==> src/sv/reply_frame_checker_decoder_core_macros.svh <==
// ----------------------------------------------------------------------------
// reply frame checker assertion macros
// shared concurrent assertion forms, empty when SYNTH is defined
// ----------------------------------------------------------------------------
`ifndef REPLY_FRAME_CHECKER_DECODER_CORE_MACROS_SVH
`define REPLY_FRAME_CHECKER_DECODER_CORE_MACROS_SVH

`ifndef SYNTH
// antecedent implies consequent in the same cycle
`define RFCD_ASSERT_SAME(label, clk, rst, ante, cons) \
  label: assert property (@(posedge clk) disable iff (rst) (ante) |-> (cons)) \
    else $error("rfcd assertion failed");
// antecedent implies consequent in the next cycle
`define RFCD_ASSERT_NEXT(label, clk, rst, ante, cons) \
  label: assert property (@(posedge clk) disable iff (rst) (ante) |=> (cons)) \
    else $error("rfcd assertion failed");
`else
`define RFCD_ASSERT_SAME(label, clk, rst, ante, cons)
`define RFCD_ASSERT_NEXT(label, clk, rst, ante, cons)
`endif

`endif

==> src/sv/rfcd_pkg.sv <==
// ----------------------------------------------------------------------------
// rfcd_pkg
// constants, report codes and hex helpers for the reply frame checker
// ----------------------------------------------------------------------------
package rfcd_pkg;

  localparam int unsigned FRAME_STORE_DEPTH_DEF = 22;

  localparam logic [7:0] CH_START = 8'h24;  // '$'
  localparam logic [7:0] CH_END   = 8'h23;  // '#'
  localparam logic [7:0] CH_R     = 8'h52;
  localparam logic [7:0] CH_S     = 8'h53;
  localparam logic [7:0] CH_L     = 8'h4C;
  localparam logic [7:0] CH_V     = 8'h56;
  localparam logic [7:0] CH_T     = 8'h54;
  localparam logic [7:0] TYPE_STATUS = 8'h30;
  localparam logic [7:0] TYPE_FIRST  = 8'h31;
  localparam logic [7:0] TYPE_LAST   = 8'h33;

  localparam logic [7:0] R_SIZE   = 8'd22;
  localparam logic [7:0] ACK_SIZE = 8'd14;
  localparam logic [7:0] MIN_SIZE = 8'd5;
  localparam logic [7:0] COUNT_MAX = 8'hFF;

  typedef enum logic [3:0] {
    KIND_STATUS    = 4'd0,
    KIND_POSITION  = 4'd1,
    KIND_TEMP_VOLT = 4'd2,
    KIND_LVDT      = 4'd3,
    KIND_ACK       = 4'd4,
    KIND_TOO_SHORT = 4'd5,
    KIND_CHECKSUM  = 4'd6,
    KIND_SIZE_ERR  = 4'd7,
    KIND_TYPE_ERR  = 4'd8,
    KIND_UNKNOWN   = 4'd9
  } report_kind_t;

  typedef struct packed {
    report_kind_t report_kind;
    logic [7:0]   status_byte;
    logic [31:0]  status_chars;
    logic [31:0]  first_value;
    logic [31:0]  second_value;
    logic [7:0]   reply_letter;
    logic [7:0]   computed_checksum;
    logic [7:0]   frame_size;
  } report_t;

  // uppercase hex character for the low nibble
  function automatic logic [7:0] hex_char(input logic [3:0] n);
    return (n < 4'd10) ? (8'h30 + {4'h0, n}) : (8'h37 + {4'h0, n});
  endfunction

  // unchecked hex character value, mod 256
  function automatic logic [7:0] char_val(input logic [7:0] c);
    return (c >= 8'h41) ? (c - 8'h37) : (c - 8'h30);
  endfunction

  // two characters to one byte, high character first
  function automatic logic [7:0] hex_pair(input logic [7:0] hi, input logic [7:0] lo);
    logic [7:0] vh;
    vh = char_val(hi);
    return {vh[3:0], 4'h0} + char_val(lo);
  endfunction

endpackage

==> src/sv/rfcd_byte_if.sv <==
// ----------------------------------------------------------------------------
// rfcd_byte_if
// received byte channel, one byte per word
// ----------------------------------------------------------------------------
interface rfcd_byte_if;
  logic       valid;
  logic       ready;
  logic [7:0] rx_byte;

  modport source (output valid, output rx_byte, input ready);
  modport sink   (input valid, input rx_byte, output ready);
endinterface

==> src/sv/rfcd_report_if.sv <==
// ----------------------------------------------------------------------------
// rfcd_report_if
// decoded report channel, one report per word
// ----------------------------------------------------------------------------
interface rfcd_report_if;
  logic        valid;
  logic        ready;
  logic [3:0]  report_kind;
  logic [7:0]  status_byte;
  logic [31:0] status_chars;
  logic [31:0] first_value;
  logic [31:0] second_value;
  logic [7:0]  reply_letter;
  logic [7:0]  computed_checksum;
  logic [7:0]  frame_size;

  modport source (
    output valid, output report_kind, output status_byte, output status_chars,
    output first_value, output second_value, output reply_letter,
    output computed_checksum, output frame_size, input ready
  );
  modport sink (
    input valid, input report_kind, input status_byte, input status_chars,
    input first_value, input second_value, input reply_letter,
    input computed_checksum, input frame_size, output ready
  );
endinterface

==> src/sv/reply_frame_checker_decoder_core.sv <==
// ----------------------------------------------------------------------------
// reply_frame_checker_decoder_core
// hunts for '$', collects a frame up to '#', checks and decodes it
// latency: a report is valid the cycle after its closing '#' word is taken
// throughput: one byte word per cycle; the report register frees its slot in
//   the same cycle it is taken, so input stalls only while a report waits
// reset: synchronous, active high; clears hunt state and the report valid,
//   the frame store holds no reset value
// ----------------------------------------------------------------------------
`include "reply_frame_checker_decoder_core_macros.svh"

module reply_frame_checker_decoder_core #(
  parameter int unsigned FRAME_STORE_DEPTH = rfcd_pkg::FRAME_STORE_DEPTH_DEF
) (
  input  logic          clk,
  input  logic          rst,
  rfcd_byte_if.sink     rx,
  rfcd_report_if.source report
);
  import rfcd_pkg::*;

  localparam int unsigned IDX_W = $clog2(FRAME_STORE_DEPTH);
  localparam logic [7:0]  DEPTH_B = 8'(FRAME_STORE_DEPTH);

  // frame collection state
  logic       in_frame;
  logic [7:0] byte_count;
  logic [7:0] running_xor;
  logic [7:0] last_byte;
  logic [7:0] second_last_byte;
  // frame store, only fixed positions are ever read
  logic [7:0] frame_bytes [FRAME_STORE_DEPTH];

  // report output register
  logic    out_valid;
  report_t report_q;
  report_t report_next;

  logic       rx_take;
  logic       frame_close;
  logic [7:0] size;
  logic [7:0] cs;
  logic [7:0] letter;
  logic [7:0] type_char;

  // a new byte is taken whenever the report slot is empty or draining
  assign rx.ready    = !out_valid || report.ready;
  assign rx_take     = rx.valid && rx.ready;
  assign frame_close = rx_take && in_frame && (rx.rx_byte == CH_END);

  // ---------------------------------------------------------------------------
  // frame collection: one byte per accepted word
  // ---------------------------------------------------------------------------
  always_ff @(posedge clk) begin
    if (rst) begin
      in_frame         <= 1'b0;
      byte_count       <= 8'd0;
      running_xor      <= 8'd0;
      last_byte        <= 8'd0;
      second_last_byte <= 8'd0;
    end else if (rx_take) begin
      if (!in_frame) begin
        // hunting: everything but the start mark is dropped
        if (rx.rx_byte == CH_START) begin
          in_frame         <= 1'b1;
          byte_count       <= 8'd1;
          running_xor      <= rx.rx_byte;
          last_byte        <= rx.rx_byte;
          second_last_byte <= 8'd0;
        end
      end else if (rx.rx_byte != CH_END) begin
        // inside a frame, '$' is plain data
        if (byte_count != COUNT_MAX) begin
          byte_count <= byte_count + 8'd1;
        end
        running_xor      <= running_xor ^ rx.rx_byte;
        second_last_byte <= last_byte;
        last_byte        <= rx.rx_byte;
      end else begin
        // closing mark, report goes out through the output register
        in_frame <= 1'b0;
      end
    end
  end

  // frame store writes, bytes past the store depth only count
  always_ff @(posedge clk) begin
    if (rx_take) begin
      if (!in_frame && rx.rx_byte == CH_START) begin
        frame_bytes[0] <= rx.rx_byte;
      end else if (in_frame && rx.rx_byte != CH_END && byte_count < DEPTH_B) begin
        frame_bytes[byte_count[IDX_W-1:0]] <= rx.rx_byte;
      end
    end
  end

  // ---------------------------------------------------------------------------
  // frame check and decode, evaluated on the stored frame as '#' arrives
  // ---------------------------------------------------------------------------
  assign size      = (byte_count == COUNT_MAX) ? COUNT_MAX : byte_count + 8'd1;
  // the two checksum characters are taken back out of the running xor
  assign cs        = running_xor ^ last_byte ^ second_last_byte;
  assign letter    = frame_bytes[1];
  assign type_char = frame_bytes[2];

  always_comb begin
    report_next            = '0;
    report_next.frame_size = size;
    if (size < MIN_SIZE) begin
      report_next.report_kind = KIND_TOO_SHORT;
    end else begin
      report_next.reply_letter      = letter;
      report_next.computed_checksum = cs;
      if (second_last_byte != hex_char(cs[7:4]) || last_byte != hex_char(cs[3:0])) begin
        report_next.report_kind = KIND_CHECKSUM;
      end else if (letter == CH_R) begin
        if (size != R_SIZE) begin
          report_next.report_kind = KIND_SIZE_ERR;
        end else if (type_char == TYPE_STATUS) begin
          report_next.report_kind  = KIND_STATUS;
          report_next.status_byte  = hex_pair(frame_bytes[3], frame_bytes[4]);
          report_next.status_chars = {frame_bytes[8], frame_bytes[7],
                                      frame_bytes[6], frame_bytes[5]};
          report_next.second_value = {hex_pair(frame_bytes[17], frame_bytes[18]),
                                      hex_pair(frame_bytes[15], frame_bytes[16]),
                                      hex_pair(frame_bytes[13], frame_bytes[14]),
                                      hex_pair(frame_bytes[11], frame_bytes[12])};
        end else if (type_char inside {[TYPE_FIRST:TYPE_LAST]}) begin
          // type digit '1'..'3' maps straight onto kinds 1..3
          report_next.report_kind  = report_kind_t'(type_char[3:0]);
          report_next.first_value  = {hex_pair(frame_bytes[9], frame_bytes[10]),
                                      hex_pair(frame_bytes[7], frame_bytes[8]),
                                      hex_pair(frame_bytes[5], frame_bytes[6]),
                                      hex_pair(frame_bytes[3], frame_bytes[4])};
          report_next.second_value = {hex_pair(frame_bytes[17], frame_bytes[18]),
                                      hex_pair(frame_bytes[15], frame_bytes[16]),
                                      hex_pair(frame_bytes[13], frame_bytes[14]),
                                      hex_pair(frame_bytes[11], frame_bytes[12])};
        end else begin
          report_next.report_kind = KIND_TYPE_ERR;
        end
      end else if (letter inside {CH_S, CH_L, CH_V, CH_T}) begin
        // short acknowledge replies
        report_next.report_kind = (size != ACK_SIZE) ? KIND_SIZE_ERR : KIND_ACK;
      end else begin
        report_next.report_kind = KIND_UNKNOWN;
      end
    end
  end

  // ---------------------------------------------------------------------------
  // report register
  // ---------------------------------------------------------------------------
  always_ff @(posedge clk) begin
    if (rst) begin
      out_valid <= 1'b0;
    end else if (frame_close) begin
      out_valid <= 1'b1;
    end else if (report.ready) begin
      out_valid <= 1'b0;
    end
  end

  always_ff @(posedge clk) begin
    if (frame_close) begin
      report_q <= report_next;
    end
  end

  assign report.valid             = out_valid;
  assign report.report_kind       = report_q.report_kind;
  assign report.status_byte       = report_q.status_byte;
  assign report.status_chars      = report_q.status_chars;
  assign report.first_value       = report_q.first_value;
  assign report.second_value      = report_q.second_value;
  assign report.reply_letter      = report_q.reply_letter;
  assign report.computed_checksum = report_q.computed_checksum;
  assign report.frame_size        = report_q.frame_size;

  // ---------------------------------------------------------------------------
  // assertions
  // ---------------------------------------------------------------------------
  // every closing mark inside a frame produces a report next cycle
  `RFCD_ASSERT_NEXT(a_close_reports, clk, rst, frame_close, report.valid)
  // an open frame always holds at least its start mark
  `RFCD_ASSERT_SAME(a_count_nonzero, clk, rst, in_frame, byte_count != 8'd0)
  // too short reports carry no letter and a size below the minimum
  `RFCD_ASSERT_SAME(a_short_kind, clk, rst, report.valid && report.report_kind == KIND_TOO_SHORT, report.frame_size < MIN_SIZE && report.reply_letter == 8'd0)
  // decoded reading replies always have the full reply length
  `RFCD_ASSERT_SAME(a_decoded_size, clk, rst, report.valid && report.report_kind < KIND_ACK, report.frame_size == R_SIZE && report.reply_letter == CH_R)

endmodule
==> src/flat_wrapper.sv <==
// flat-port wrapper written by rule: the top's interface ports become plain ports
module reply_frame_checker_decoder_core_flat import rfcd_pkg::*;
#(
  parameter int unsigned FRAME_STORE_DEPTH = rfcd_pkg::FRAME_STORE_DEPTH_DEF
)
  (clk, rst, rx_valid, rx_rx_byte, rx_ready, report_valid, report_report_kind, report_status_byte, report_status_chars, report_first_value, report_second_value, report_reply_letter, report_computed_checksum, report_frame_size, report_ready);
  rfcd_byte_if rx_i ();
  rfcd_report_if report_i ();
  input  logic clk;
  input  logic rst;
  input wire logic [$bits(rx_i.valid)-1:0] rx_valid;
  input wire logic [$bits(rx_i.rx_byte)-1:0] rx_rx_byte;
  output wire logic [$bits(rx_i.ready)-1:0] rx_ready;
  output wire logic [$bits(report_i.valid)-1:0] report_valid;
  output wire logic [$bits(report_i.report_kind)-1:0] report_report_kind;
  output wire logic [$bits(report_i.status_byte)-1:0] report_status_byte;
  output wire logic [$bits(report_i.status_chars)-1:0] report_status_chars;
  output wire logic [$bits(report_i.first_value)-1:0] report_first_value;
  output wire logic [$bits(report_i.second_value)-1:0] report_second_value;
  output wire logic [$bits(report_i.reply_letter)-1:0] report_reply_letter;
  output wire logic [$bits(report_i.computed_checksum)-1:0] report_computed_checksum;
  output wire logic [$bits(report_i.frame_size)-1:0] report_frame_size;
  input wire logic [$bits(report_i.ready)-1:0] report_ready;
  assign rx_i.valid = rx_valid;
  assign rx_i.rx_byte = rx_rx_byte;
  assign rx_ready = rx_i.ready;
  assign report_valid = report_i.valid;
  assign report_report_kind = report_i.report_kind;
  assign report_status_byte = report_i.status_byte;
  assign report_status_chars = report_i.status_chars;
  assign report_first_value = report_i.first_value;
  assign report_second_value = report_i.second_value;
  assign report_reply_letter = report_i.reply_letter;
  assign report_computed_checksum = report_i.computed_checksum;
  assign report_frame_size = report_i.frame_size;
  assign report_i.ready = report_ready;
  reply_frame_checker_decoder_core #(.FRAME_STORE_DEPTH(FRAME_STORE_DEPTH)) u_core (.clk(clk), .rst(rst), .rx(rx_i), .report(report_i));
endmodule
==> config.mk <==
export PLATFORM = sky130hd
export DESIGN_NAME = reply_frame_checker_decoder_core_flat
export DESIGN_NICKNAME = d
export VERILOG_FILES = /design/src/sv/rfcd_pkg.sv /design/src/sv/rfcd_byte_if.sv /design/src/sv/rfcd_report_if.sv /design/src/sv/reply_frame_checker_decoder_core.sv /design/src/flat_wrapper.sv
export VERILOG_INCLUDE_DIRS = /design/src /design/src/sv
export SDC_FILE = /design/constraint.sdc
export NUM_CORES = 1
export LEC_CHECK = 0
export BUFFER_PORTS_ARGS = -buffer_cell sky130_fd_sc_hd__buf_2
export CAP_MARGIN = 10
export CORE_ASPECT_RATIO = 1.75
export CORE_MARGIN = 1.5
export CORE_UTILIZATION = 45
export DETAILED_ROUTE_END_ITERATION = 8
export GPL_ROUTABILITY_DRIVEN = 0
export GPL_TIMING_DRIVEN = 0
export MAX_ROUTING_LAYER = met4
export PLACE_DENSITY_LB_ADDON = 0.1
export SYNTH_ARGS = -nofsm -noshare
export SYNTH_HDL_FRONTEND = slang
export SYNTH_SLANG_ARGS = --single-unit
==> constraint.sdc <==
create_clock -name clk -period 14.85 [get_ports clk]
set_input_delay 2.97 -clock clk [delete_from_list [all_inputs] [get_ports clk]]
set_output_delay 2.97 -clock clk [all_outputs]
set_load 0.005 [all_outputs]
== Word-level counts from Yosys, hierarchy flattened ==
Memory sizes are Yosys's and may differ from the RTL's.
Index checks and enable logic that the tools add are counted.
Word-level totals
  bits of input ports: 12
  bits in registers: 166
  bits in latches: 0
  ROM bits: 0
  memories kept: 1
  bits in writable memories: 176
  output and inout bits: 134
Memory list
  u_core.frame_bytes: words 22, bits a word 8, rd ports 18, clocked after Yosys merged registers in 0, write ports 1, RTL line reply_frame_checker_decoder_core.sv:32  | logic [7:0] frame_bytes [FRAME_STORE_DEPTH];
Cells by class
  multiply operators: 0
  mux-type cells: 55
  shift-type cells: 0
  bitwise logic cells: 6
  equal/unequal tests: 17
  div/mod/pow operators: 0
  magnitude comparators: 22
  $add $sub $neg: 45
  reductions and logical operators: 21
Operators with widths (count)
  2-to-1 mux 8 bit: 24
  >= comparator 8 x 7 -> 1 bit, second input constant: 16
  subtractor 8 x 6 -> 8 bit, second input constant: 16
  adder 8 bit: 8
  2-to-1 mux 32 bit: 2
  2-to-1 mux 4 bit: 13
  == test 8 x 7 -> 1 bit, second input constant: 5
  subtractor 4 x 1 -> 4 bit, second input constant: 8
  subtractor 4 x 3 -> 4 bit, second input constant: 8
  adder 6 x 4 -> 7 bit, first input constant: 4
  == test 8 x 6 -> 1 bit, second input constant: 3
  XOR 8 bit: 3
  inequality test 8 bit: 2
  2-to-1 mux 1 bit: 13
  adder 8 x 1 -> 8 bit, second input constant: 1
  == test 8 bit, second input constant: 1
  >= comparator 8 x 6 -> 1 bit, second input constant: 1
  <= comparator 8 x 6 -> 1 bit, second input constant: 1
  < comparator 4 bit, second input constant: 2
  < comparator 8 x 3 -> 1 bit, second input constant: 1
  < comparator 8 x 5 -> 1 bit, second input constant: 1
  inequality test 8 x 4 -> 1 bit, second input constant: 1
  inequality test 8 x 5 -> 1 bit, second input constant: 1
  inequality test 8 x 6 -> 1 bit, second input constant: 1
  other kinds (17): 30

== Logic depth before layout (Yosys ltp) ==
Gate-level depths: netlist of the first run.
  depth after elaboration: 9
  mapped depth: 14
  gate-level depth less buffers: 14

== Worst setup path before layout of the first run ==
Ideal clock, no wire load.
  path type: in2reg
  start point: input rx_rx_byte[7]
  end point: register u_core.report_q (netlist bit u_core.report.computed_checksum[0]), enable pin
  path buffers: 1
  arrival: 12.679 ns
  setup slack: 1.386 ns
  cell stages on the path: 4
  required time: 14.065 ns
  path through: or3_1 > or2_2 > clkbuf_1 > nor3_1
On the way
  cells in the longest elaborated chain, start to end: 2
RTL lines
  from (decl): RTL line flat_wrapper.sv:12  | input wire logic [$bits(rx_i.rx_byte)-1:0] rx_rx_byte;
  == test 8 x 6 -> 1 bit: RTL line reply_frame_checker_decoder_core.sv:49  | assign frame_close = rx_take && in_frame && (rx.rx_byte == CH_END);
  logical AND 1 bit: RTL line reply_frame_checker_decoder_core.sv:49
  net u_core.frame_close: RTL line reply_frame_checker_decoder_core.sv:40  | logic frame_close;
  to (signal assigned): RTL line reply_frame_checker_decoder_core.sv:166  | report_q <= report_next;
  to (decl): RTL line reply_frame_checker_decoder_core.sv:36  | report_t report_q;
The timed path passes the listed nets, and every way through them passes these cells.
A chain may end at the register's enable or synchronous reset.

== Final worst setup path of the first run ==
  start point: input report_ready
  end point: output rx_ready
On the way
  cells in the longest elaborated chain, start to end: 1
RTL lines
  from (decl): RTL line flat_wrapper.sv:23  | input wire logic [$bits(report_i.ready)-1:0] report_ready;
  logical OR 1 bit: RTL line reply_frame_checker_decoder_core.sv:47  | assign rx.ready = !out_valid || report.ready;
  to (decl): RTL line flat_wrapper.sv:13  | output wire logic [$bits(rx_i.ready)-1:0] rx_ready;
Every way passes these cells.

==> results.sh, run 1 <==
export IMPL_syn_to_final_growth_pct=15.2
export IMPL_synthArstFlopShare_pct=0
export IMPL_min_period_ps=6390
export IMPL_worstSetupStartpointType="input port"
export IMPL_crit_path_max_fanout=6
export IMPL_end_kind="output pin"
export IMPL_first_global_vias=9982
export IMPL_vias_per_cell=5.16
export IMPL_crit_top_cell="buf_2"
export IMPL_clk_path_buf_depth=3
export IMPL_yosysSeqAreaShare_pct=57.9
export IMPL_start_util_pct=45.7
export IMPL_ys_ff_latch=310
export IMPL_die_h_um=248
export IMPL_dp_cells=1845
export IMPL_highest_layer="met4"
export IMPL_drc=0
export IMPL_cpMaxStageDelayCell="nand2b_1"
export IMPL_fin_cells=1897
export IMPL_yosysWarnings=0
export IMPL_fp_row_count=89
export IMPL_io_pin_count=146
export IMPL_grt_pass1_wl_mm=53.6
export IMPL_ir_drop_uv=75.6
export IMPL_crit_family="buffers and inverters"
export IMPL_cp_arrival_ps=3420
export IMPL_die_area_um2=35600
export IMPL_fillers=3045
export IMPL_antennaDiodeCount=0
export IMPL_synth_edf_count=276
export IMPL_worstHoldPathCells=2
export IMPL_die_x_um=143
export IMPL_drive_gt1_share_pct=18.5
export IMPL_setup_violations_final=0
export IMPL_wl_met1_mm=13.0
export IMPL_first_iter_violations=386
export IMPL_cts_resized=0
export IMPL_finalHoldViolations=0
export IMPL_gr_total_overflow=0
export IMPL_antenna_found_initial=0
export IMPL_rsz0062_at_grt="false"
export IMPL_cts_root_buf="clkbuf_16"
export IMPL_worstPathCellList="buf_2 -> nand2b_1 -> buf_2"
export IMPL_worst_slew_pin_slew_ps=912
export IMPL_wire_per_inst_um=18.3
export IMPL_postCtsSetupBuffers=0
export IMPL_met3_length_mm=1.17
export IMPL_r2r_cells=9
export IMPL_slowest_delay_ps=200
export IMPL_slew_headroom_pct=39.2
export IMPL_timing_hold_ws_ps=509
export IMPL_fin_ws_ps=8460
export IMPL_cts_buffers=29
export IMPL_clock_sinks=310
export IMPL_grt_usage_pct=20.5
export IMPL_multiInputGateArea_um2=6030
export IMPL_syn_area_um2=15500
export IMPL_dp_hpwl_mm=25.1
export IMPL_num_nets_final=1540
export IMPL_io_buffers=144
export IMPL_maxCapViolations=0
export IMPL_vias=9792
export IMPL_p_leak_nw=7.15
export IMPL_place_ws_ps=8460
export IMPL_cp_depth=3
export IMPL_crit_type="input port to output pin"
export IMPL_drt_first_pass_iters=4
export IMPL_max_freq_mhz=156
export IMPL_synth_avg_cell_area_um2=12.5
export IMPL_grt_start_max_net_pins=24
export IMPL_cts_tree="done"
export IMPL_synth_nets=1354
export IMPL_path_buf_inv=2
export IMPL_coreArea_um2=33900
export IMPL_route_met2_wl_mm=19.6
export IMPL_ant_nets=0
export IMPL_power_density_nw_per_um2=94.2
export IMPL_slew_viol_final=0
export IMPL_seq_area_um2=8970
export IMPL_layout_common_cells="edfxtp_1, buf_2, nor2_1"
export IMPL_status="finished, final reports clean"
export IMPL_final_common_cell="edfxtp_1"
export IMPL_synth_flop_cell="edfxtp_1"
export IMPL_clock_latency_ps=560
export IMPL_cts_hold_buf=0
export IMPL_finalWirelength_mm=34.8
export IMPL_h_tree_depth=1
export IMPL_fin_skew_ps=17.6
export IMPL_post_route_period_util_pct=43.0
export IMPL_syn_inst=1235
export IMPL_hp_class="flop to flop"
export IMPL_worstPathRequired_ps=11880
export IMPL_path_clk_slew_ps=70
export IMPL_synth_distinct_cells=64
[state kept, by name (all words and copies together), names as in the netlist, 32 cells and up]
signal	cells
u_core.report.first_value	32
u_core.report.status_chars	32
u_core.report.second_value	32
u_core.frame_bytes	144
[stage by stage]
step | util [%] | power (mW) | area [um2] | setup TNS (ps)
global route | 52.7 | 1.73 | 17800 | 0
detailed placement | 49.9 | 0.979 | 16900 | 0
CTS | 52.7 | 1.70 | 17800 | 0
finish | 52.7 | 1.68 | 17800 | 0
global placement | 49.5 | 0.979 | 16800 | -384510
floorplan | - | 0.964 | 15500 | 0
[logic make-up after synthesis]
logic type,Yosys count,synth area share [%]
AO/OA/AOI/OAI,185,7.43
XOR/XNOR,119,7.83
adder cells (fa/ha/maj),107,9.04
buffers and inverters,118,3.13
flip-flops,310,57.9
multiplexers,23,1.61
AND/OR/NAND/NOR,373,13.0
[per-layer routing]
layer,up-vias,track usage (%)
met5,-,-
met4,0,6.72
met3,57,2.15
met2,183,39.6
met1,4737,21.4
li1,4815,-
[power by group]
group | leakage, nW | switching (mW) | internal (mW) | total, mW
sequential | 3.09 | 0.000128 | 0.942 | 0.942
clock | 0.461 | 0.316 | 0.405 | 0.721
combinational | 3.60 | 0.0150 | 0.00230 | 0.0173
total | 7.15 | 0.331 | 1.35 | 1.68
[final cells by class]
class / instances / share of cell area (%)
Sequential cell: 310 / 50.3
Multi-Input combinational cell: 807 / 33.8
Clock buffer: 38 / 4.81
Timing Repair Buffer: 155 / 4.76
Tap cell: 455 / 3.19
Inverter: 80 / 1.68
Buffer: 38 / 1.03
Clock inverter: 14 / 0.414
[Yosys cell counts, types with 3 or more instances]
master | instances | area share (%)
a211o_1 | 9 | 0.51
a21o_1 | 11 | 0.53
a21oi_1 | 74 | 2.4
a22oi_1 | 3 | 0.15
a311oi_1 | 4 | 0.23
a31o_2 | 5 | 0.28
a31oi_1 | 21 | 0.85
and2_1 | 8 | 0.32
and3_1 | 30 | 1.2
buf_2 | 3 | 0.097
buf_6 | 5 | 0.36
clkbuf_1 | 28 | 0.68
dfxtp_1 | 34 | 4.4
edfxtp_1 | 276 | 54
fa_1 | 8 | 1.0
ha_1 | 99 | 8.0
inv_1 | 80 | 1.9
mux2_2 | 15 | 1.1
mux2i_1 | 8 | 0.52
nand2_1 | 68 | 1.6
nand2b_1 | 10 | 0.40
nand3_1 | 29 | 0.94
nand3b_1 | 10 | 0.48
nand4_1 | 7 | 0.28
nor2_1 | 108 | 2.6
nor2b_1 | 17 | 0.69
nor3_1 | 19 | 0.61
nor3_2 | 19 | 1.2
nor3b_1 | 8 | 0.39
nor4_1 | 8 | 0.32
nor4b_1 | 10 | 0.57
o21a_1 | 3 | 0.15
o21ai_0 | 34 | 1.1
o31a_1 | 4 | 0.23
or2_2 | 4 | 0.16
or3_1 | 3 | 0.12
or3b_2 | 3 | 0.17
or4b_2 | 4 | 0.26
xnor2_1 | 86 | 4.9
xnor3_1 | 8 | 1.2
xor2_1 | 21 | 1.2
[worst reg2reg max path, delay by kind of cell, from the launching register on]
kind | cells | cell delay [ps]
xor gates and xnor gates | 1 | 400
DFF | 1 | 320
and+or+nand+nor | 3 | 1150
adders and majority gates | 1 | 250
AOI/OAI and AO/OA | 2 | 930
buffers and inverters | 2 | 640
[final timing paths]
path,from,endpoint,slack (ps)
setup / recovery,report_ready,rx_ready,8460
hold / removal,u_core.second_last_byte[2],u_core.second_last_byte[2],510
setup reg to reg,u_core.second_last_byte[1],u_core.report.second_value[6],11000
hold reg to reg,u_core.second_last_byte[2],u_core.second_last_byte[2],510
Note: power is estimated with default switching activity, not from simulation.
==> run 2, diff against run 1 <==
--- a/config.mk
+++ b/config.mk
@@ -6,6 +6,7 @@
 export SDC_FILE = /design/constraint.sdc
 export NUM_CORES = 1
 export LEC_CHECK = 0
+export ABC_AREA = 1
 export BUFFER_PORTS_ARGS = -buffer_cell sky130_fd_sc_hd__buf_2
 export CAP_MARGIN = 10
 export CORE_ASPECT_RATIO = 1.75
==> constraint.sdc (replaced) <==
create_clock -name clk -period 5.3 [get_ports clk]
set_input_delay 1.06 -clock clk [delete_from_list [all_inputs] [get_ports clk]]
set_output_delay 1.06 -clock clk [all_outputs]
set_load 0.005 [all_outputs]
==> run 2 against run 1 <==
Core utilization shrank 0.34 points; clock-buffer cell count fell by 6; non-clock buffer count fell by 12; routed wire length grew 2.9%.
==> results.sh, run 2 <==
export IMPL_grt_start_max_net_pins=79
export IMPL_cp_arrival_ps=3880
export IMPL_max_freq_mhz=278
export IMPL_dp_hpwl_mm=25.6
export IMPL_final_common_cell="edfxtp_1"
export IMPL_ant_nets=0
export IMPL_antennaDiodeCount=0
export IMPL_io_buffers=145
export IMPL_setup_violations_final=0
export IMPL_worst_slew_pin_slew_ps=835
export IMPL_io_pin_count=146
export IMPL_synth_top_area_cell="edfxtp_1"
export IMPL_synth_nets=1630
export IMPL_cts_resized=0
export IMPL_multiInputGateArea_um2=5860
export IMPL_ir_drop_uv=436
export IMPL_synth_flop_cell="edfxtp_1"
export IMPL_grt_util_met3_pct=2.06
export IMPL_regMostFlops="u_core.frame_bytes"
export IMPL_first_iter_violations=445
export IMPL_synth_distinct_cells=43
export IMPL_clock_sinks=310
export IMPL_rsz0062_at_grt="false"
export IMPL_crit_path_max_fanout=10
export IMPL_grt_pass1_wl_mm=55.8
export IMPL_maxCapViolations=0
export IMPL_utilization_pct=52.4
export IMPL_crit_type="flop to flop"
export IMPL_h_tree_depth=1
export IMPL_finalWirelength_mm=35.8
export IMPL_syn_to_final_growth_pct=15.4
export IMPL_post_route_period_util_pct=67.9
export IMPL_drt_first_pass_iters=5
export IMPL_syn_inst=1511
export IMPL_coreArea_um2=35100
export IMPL_tns_ps=0
export IMPL_worstPathRequired_ps=5580
export IMPL_synth_avg_cell_area_um2=10.5
export IMPL_synthTopCellsByArea="edfxtp_1, ha_1, nand2_1"
export IMPL_regToRegSetupSlack_ps=1700
export IMPL_path_clk_slew_ps=60
export IMPL_top_usage_layer="met2"
export IMPL_start_util_pct=45.4
export IMPL_min_period_ps=3600
export IMPL_die_x_um=145
export IMPL_yosysMostFrequentCell="edfxtp_1"
export IMPL_wire_per_inst_um=16.5
export IMPL_antenna_found_initial=0
export IMPL_design_area_um2=18400
export IMPL_r2r_end="u_core.report.second_value[7]"
export IMPL_syn_area_um2=15900
export IMPL_num_nets_final=1807
export IMPL_layout_common_cells="edfxtp_1, nand2_1, inv_1"
export IMPL_cts_tree="done"
export IMPL_yosysWarnings=0
export IMPL_die_area_um2=36500
export IMPL_placed_area_um2=17300
export IMPL_drive_gt1_share_pct=15.7
export IMPL_synth_commonest_cells="edfxtp_1, nand2_1, inv_1"
export IMPL_r2r_start="u_core.frame_bytes[12][1]"
export IMPL_die_h_um=252
export IMPL_seq_area_um2=8970
export IMPL_p_leak_nw=7.89
export IMPL_yosysSeqAreaShare_pct=56.4
export IMPL_finalHoldViolations=0
export IMPL_fillers=3277
export IMPL_use_met2_pct=40.9
export IMPL_synth_edf_count=276
export IMPL_grt_usage_pct=20.3
export IMPL_fin_skew_ps=27.4
export IMPL_drc=0
export IMPL_status="finished, final reports clean"
export IMPL_vias_per_cell=5.02
export IMPL_synth_top_area_share_pct=52.1
export IMPL_worstHoldPathCells=2
export IMPL_gr_total_overflow=0
export IMPL_end_kind="flop"
export IMPL_first_global_vias=10900
export IMPL_hp_class="flop to flop"
export IMPL_slew_viol_final=0
export IMPL_cts_root_buf="clkbuf_16"
export IMPL_synthArstFlopShare_pct=0
export IMPL_min_from="u_core.report.valid"
export IMPL_ys_ff_latch=310
export IMPL_place_ws_ps=1520
export IMPL_clk_path_buf_depth=3
export IMPL_postCtsSetupBuffers=0
export IMPL_min_to="u_core.report.valid"
export IMPL_timing_hold_ws_ps=512
export IMPL_globalRouteMet1Util_pct=19.6
export IMPL_slew_headroom_pct=44.4
export IMPL_vias=10900
export IMPL_worstSetupStartpointType="flop"
export IMPL_fin_ws_ps=1700
export IMPL_cts_hold_buf=0
export IMPL_power_density_nw_per_um2=278
export IMPL_cts_buffers=29
export IMPL_r2r_cells=17
export IMPL_fp_row_count=91
export IMPL_clock_latency_ps=570
export IMPL_largest_reg_flops=144
==> run 2: worst max-delay path by stage <==
stage,startpoint,to,slack [ps],cells past startpoint
after floorplan,rx_rx_byte[2],u_core.report.computed_checksum[0],720,5
after global placement,rx_rx_byte[0],u_core.report.status_chars[19],-1300,7
after detailed placement,rx_rx_byte[0],u_core.frame_bytes[8][1],1520,9
after CTS,u_core.frame_bytes[12][1],u_core.report.second_value[7],1720,17
after global routing,u_core.frame_bytes[14][1],u_core.report.second_value[15],1410,17
final,u_core.frame_bytes[12][1],u_core.report.second_value[7],1700,17
==> run 2: per-stage QoR <==
stage	cells	power, mW
2_1_floorplan	1511	2.71
3_3_place_gp	2121	2.75
3_5_place_dp	2122	2.75
4_1_cts	2176	5.15
5_1_grt	2176	5.23
6_report	2176	5.10
==> run 2: logic make-up after synthesis <==
logic type | count (synthesis) | synth area share [%]
buffers and inverters | 275 | 6.83
flip-flops | 310 | 56.4
adder cells (fa/ha/maj) | 107 | 8.79
AO/OA/AOI/OAI | 147 | 5.19
XOR/XNOR | 104 | 5.72
AND/OR/NAND/NOR | 568 | 17.1
==> run 2: area by class of cell <==
cell class | instances | area share (%)
Sequential cell | 310 | 48.9
Multi-Input combinational cell | 926 | 31.9
Inverter | 240 | 4.93
Timing Repair Buffer | 146 | 4.10
Clock buffer | 32 | 4.01
Tap cell | 465 | 3.17
Clock inverter | 22 | 2.01
Buffer | 35 | 1.02
==> run 2: power by group <==
part / internal, mW / total [mW] / switching (mW) / leakage (nW)
Sequential: 2.64 / 2.64 / 0.000848 / 3.04
Clock: 1.49 / 2.40 / 0.908 / 0.527
Combinational: 0.00843 / 0.0590 / 0.0505 / 4.33
Total: 4.14 / 5.10 / 0.959 / 7.89
==> run 2: layer usage <==
| metal | up-vias | part of all wire [%] |
|---|---|---|
| li1 | 5406 | - |
| met1 | 5244 | 36 |
| met2 | 215 | 57 |
| met3 | 62 | 3.7 |
| met4 | 0 | 2.9 |
| met5 | - | 0 |
==> run 2: worst max-delay path, cell delays in order, from the launching register on <==
cell and delay [ps]:
edfxtp_1 410, inv_1 120, ha_1 160, nor2_1 40, nand3_1 80, a21oi_1 70, o21bai_1 570, nand2_1 210
nand2_1 120, xor2_1 140, inv_1 50, ha_1 320, a21oi_1 150, nand2_1 80, xor2_1 150, xnor2_1 190
xor2_1 380, nor3_2 80
==> run 3, diff against run 2 <==
==> constraint.sdc (replaced) <==
create_clock -name clk -period 3.6 [get_ports clk]
set_input_delay 0.72 -clock clk [delete_from_list [all_inputs] [get_ports clk]]
set_output_delay 0.72 -clock clk [all_outputs]
set_load 0.005 [all_outputs]
==> run 3 against run 2 <==
Highest routed layer unchanged; routed wire length rose by 0.20%; sequential share of layout area is 0.23 points higher; largest cell class unchanged; via count shrank 0.23%; fmax grew 7.4%; core utilization decreased by 0.25 points; non-clock buffer count up 3.
==> results.sh, run 3 (synthesis gave the netlist of run 2 again) <==
export IMPL_clock_latency_ps=560
export IMPL_end_kind="flop"
export IMPL_antenna_found_initial=0
export IMPL_clock_sinks=310
export IMPL_worstSetupStartpointType="flop"
export IMPL_startpoint="u_core.frame_bytes[6][0]"
export IMPL_dp_hpwl_mm=25.8
export IMPL_worst_slew_pin_slew_ps=877
export IMPL_grt_pass1_wl_mm=56.2
export IMPL_fin_skew_ps=16.5
export IMPL_path_clk_slew_ps=70
export IMPL_crit_top_cell="nand2_1"
export IMPL_cp_arrival_ps=3630
export IMPL_final_common_cell="edfxtp_1"
export IMPL_rsz0062_at_grt="false"
export IMPL_io_pin_count=146
export IMPL_cts_tree="done"
export IMPL_first_iter_violations=514
export IMPL_drc=0
export IMPL_crit_path_max_fanout=9
export IMPL_maxCapViolations=0
export IMPL_drive_gt1_share_pct=16.1
export IMPL_h_tree_depth=1
export IMPL_min_period_ps=3350
export IMPL_die_area_um2=36500
export IMPL_ant_nets=0
export IMPL_regMostFlops="u_core.frame_bytes"
export IMPL_layout_common_cells="edfxtp_1, nand2_1, inv_1"
export IMPL_grt_usage_pct=20.3
export IMPL_num_nets_final=1810
export IMPL_setup_violations_final=0
export IMPL_vias_per_cell=5.01
export IMPL_cts_root_buf="clkbuf_16"
export IMPL_p_leak_nw=7.84
export IMPL_power_density_nw_per_um2=385
export IMPL_cpMaxStageDelayCell="edfxtp_1"
export IMPL_utilization_pct=52.1
export IMPL_crit_type="flop to flop"
export IMPL_post_route_period_util_pct=93.1
export IMPL_start_util_pct=45.4
export IMPL_largest_reg_flops=144
export IMPL_slew_viol_final=0
export IMPL_worstPathRequired_ps=3880
export IMPL_syn_to_final_growth_pct=14.8
export IMPL_first_global_vias=10900
export IMPL_clk_path_buf_depth=3
export IMPL_max_freq_mhz=298
export IMPL_finalWirelength_mm=35.9
export IMPL_hp_class="input port to flop"
export IMPL_coreArea_um2=35100
export IMPL_ir_drop_uv=283
export IMPL_drt_first_pass_iters=5
export IMPL_vias=10900
export IMPL_timing_hold_ws_ps=387
export IMPL_status="finished, final reports clean"
export IMPL_slew_headroom_pct=41.5
export IMPL_antennaDiodeCount=0
export IMPL_io_buffers=145
export IMPL_gr_total_overflow=0
export IMPL_slowest_delay_ps=430
export IMPL_cts_buffers=29
export IMPL_grt_start_max_net_pins=42
export IMPL_die_h_um=252
export IMPL_die_x_um=145
export IMPL_r2r_start="u_core.frame_bytes[6][0]"
export IMPL_finalHoldViolations=0
export IMPL_fp_row_count=91
export IMPL_worstPathCellList="inv_1 -> ha_1 -> nand3_1 -> nand2_1 -> nand2_1 -> nand2_1 -> nand2_1 -> nand2_1 -> nand2_1 -> xor2_1 -> inv_1 -> ha_1 -> a21oi_1 -> nand2_1 -> xor2_1 -> xnor2_1 -> xor2_1 -> nor3_2"
export IMPL_wire_per_inst_um=16.5
export IMPL_min_from="rst"
run 3: cell types whose count changed in the layout (fill, tap and decap cells not counted), moves of 2 or more:
cell	previous run	this run
clkinv_2	2	5
bufinv_16	10	4
o21bai_1	5	0
clkinvlp_4	3	5
buf_12	0	2
o21bai_2	0	5
run 3: worst max-delay path: cells and delay by family (launching register included):
kind	cells	cell delay, ps
AOI/OAI and AO/OA	1	150
xor gates and xnor gates	4	820
adders and majority gates	2	550
buffers and inverters	2	180
DFF	1	430
and+or+nand+nor	9	900
run 3: worst paths after layout:
| path | endpoint | slack, ps | cells past startpoint |
|---|---|---|---|
| max | u_core.report.first_value[15] | 250 | 18 |
| min | u_core.byte_count[6] | 390 | 2 |
| max reg2reg | u_core.report.first_value[15] | 250 | 18 |
| min reg2reg | u_core.running_xor[7] | 510 | 2 |
run 3: what timing repair did:
item                                   CTS  global route
hold buffers                             0             0
endpoints found under the hold margin    0             0
setup endpoints to repair                0             7
resized for setup                        0             6
buffers inserted                         0             1
run 3: through the flow:
| stage | total power [mW] | cell area (um2) | TNS (ps) | cells | worst slack [ps] |
|---|---|---|---|---|---|
| CTS | 7.12 | 18200 | 0 | 2176 | 20.5 |
| global route | 7.25 | 18300 | 0 | 2177 | 25.8 |
| detailed placement | 4.05 | 17300 | 0 | 2124 | 38.4 |
| floorplan | 3.99 | 15900 | 0 | 1511 | 158 |
| global placement | 4.05 | 17200 | -219390 | 2121 | -1680 |
| finish | 7.04 | 18300 | 0 | 2177 | 250 |
run 3: power by group:
part / internal [mW] / switching [mW] / total [mW]
clock network: 1.76 / 1.31 / 3.07
logic: 0.0124 / 0.0727 / 0.0851
registers: 3.88 / 0.00120 / 3.89
total: 5.66 / 1.39 / 7.04
run 3: metal layers:
| layer | global-route usage (%) | share of wire [%] | up-vias | routed length, um |
|---|---|---|---|---|
| li1 | - | - | 5416 | - |
| met1 | 20.0 | 36 | 5225 | 13000 |
| met2 | 40.8 | 58 | 204 | 20700 |
| met3 | 2.15 | 3.4 | 57 | 1230 |
| met4 | 6.82 | 2.8 | 0 | 1020 |
| met5 | - | 0 | - | 0 |
run 3: area by class of cell:
type | count | area (um2)
Timing Repair Buffer | 149 | 801
Multi-Input combinational cell | 926 | 5880
Clock buffer | 31 | 733
Fill cell | 3258 | 16800
Buffer | 35 | 186
Clock inverter | 21 | 215
Inverter | 240 | 905
Tap cell | 465 | 582
Sequential cell | 310 | 8970
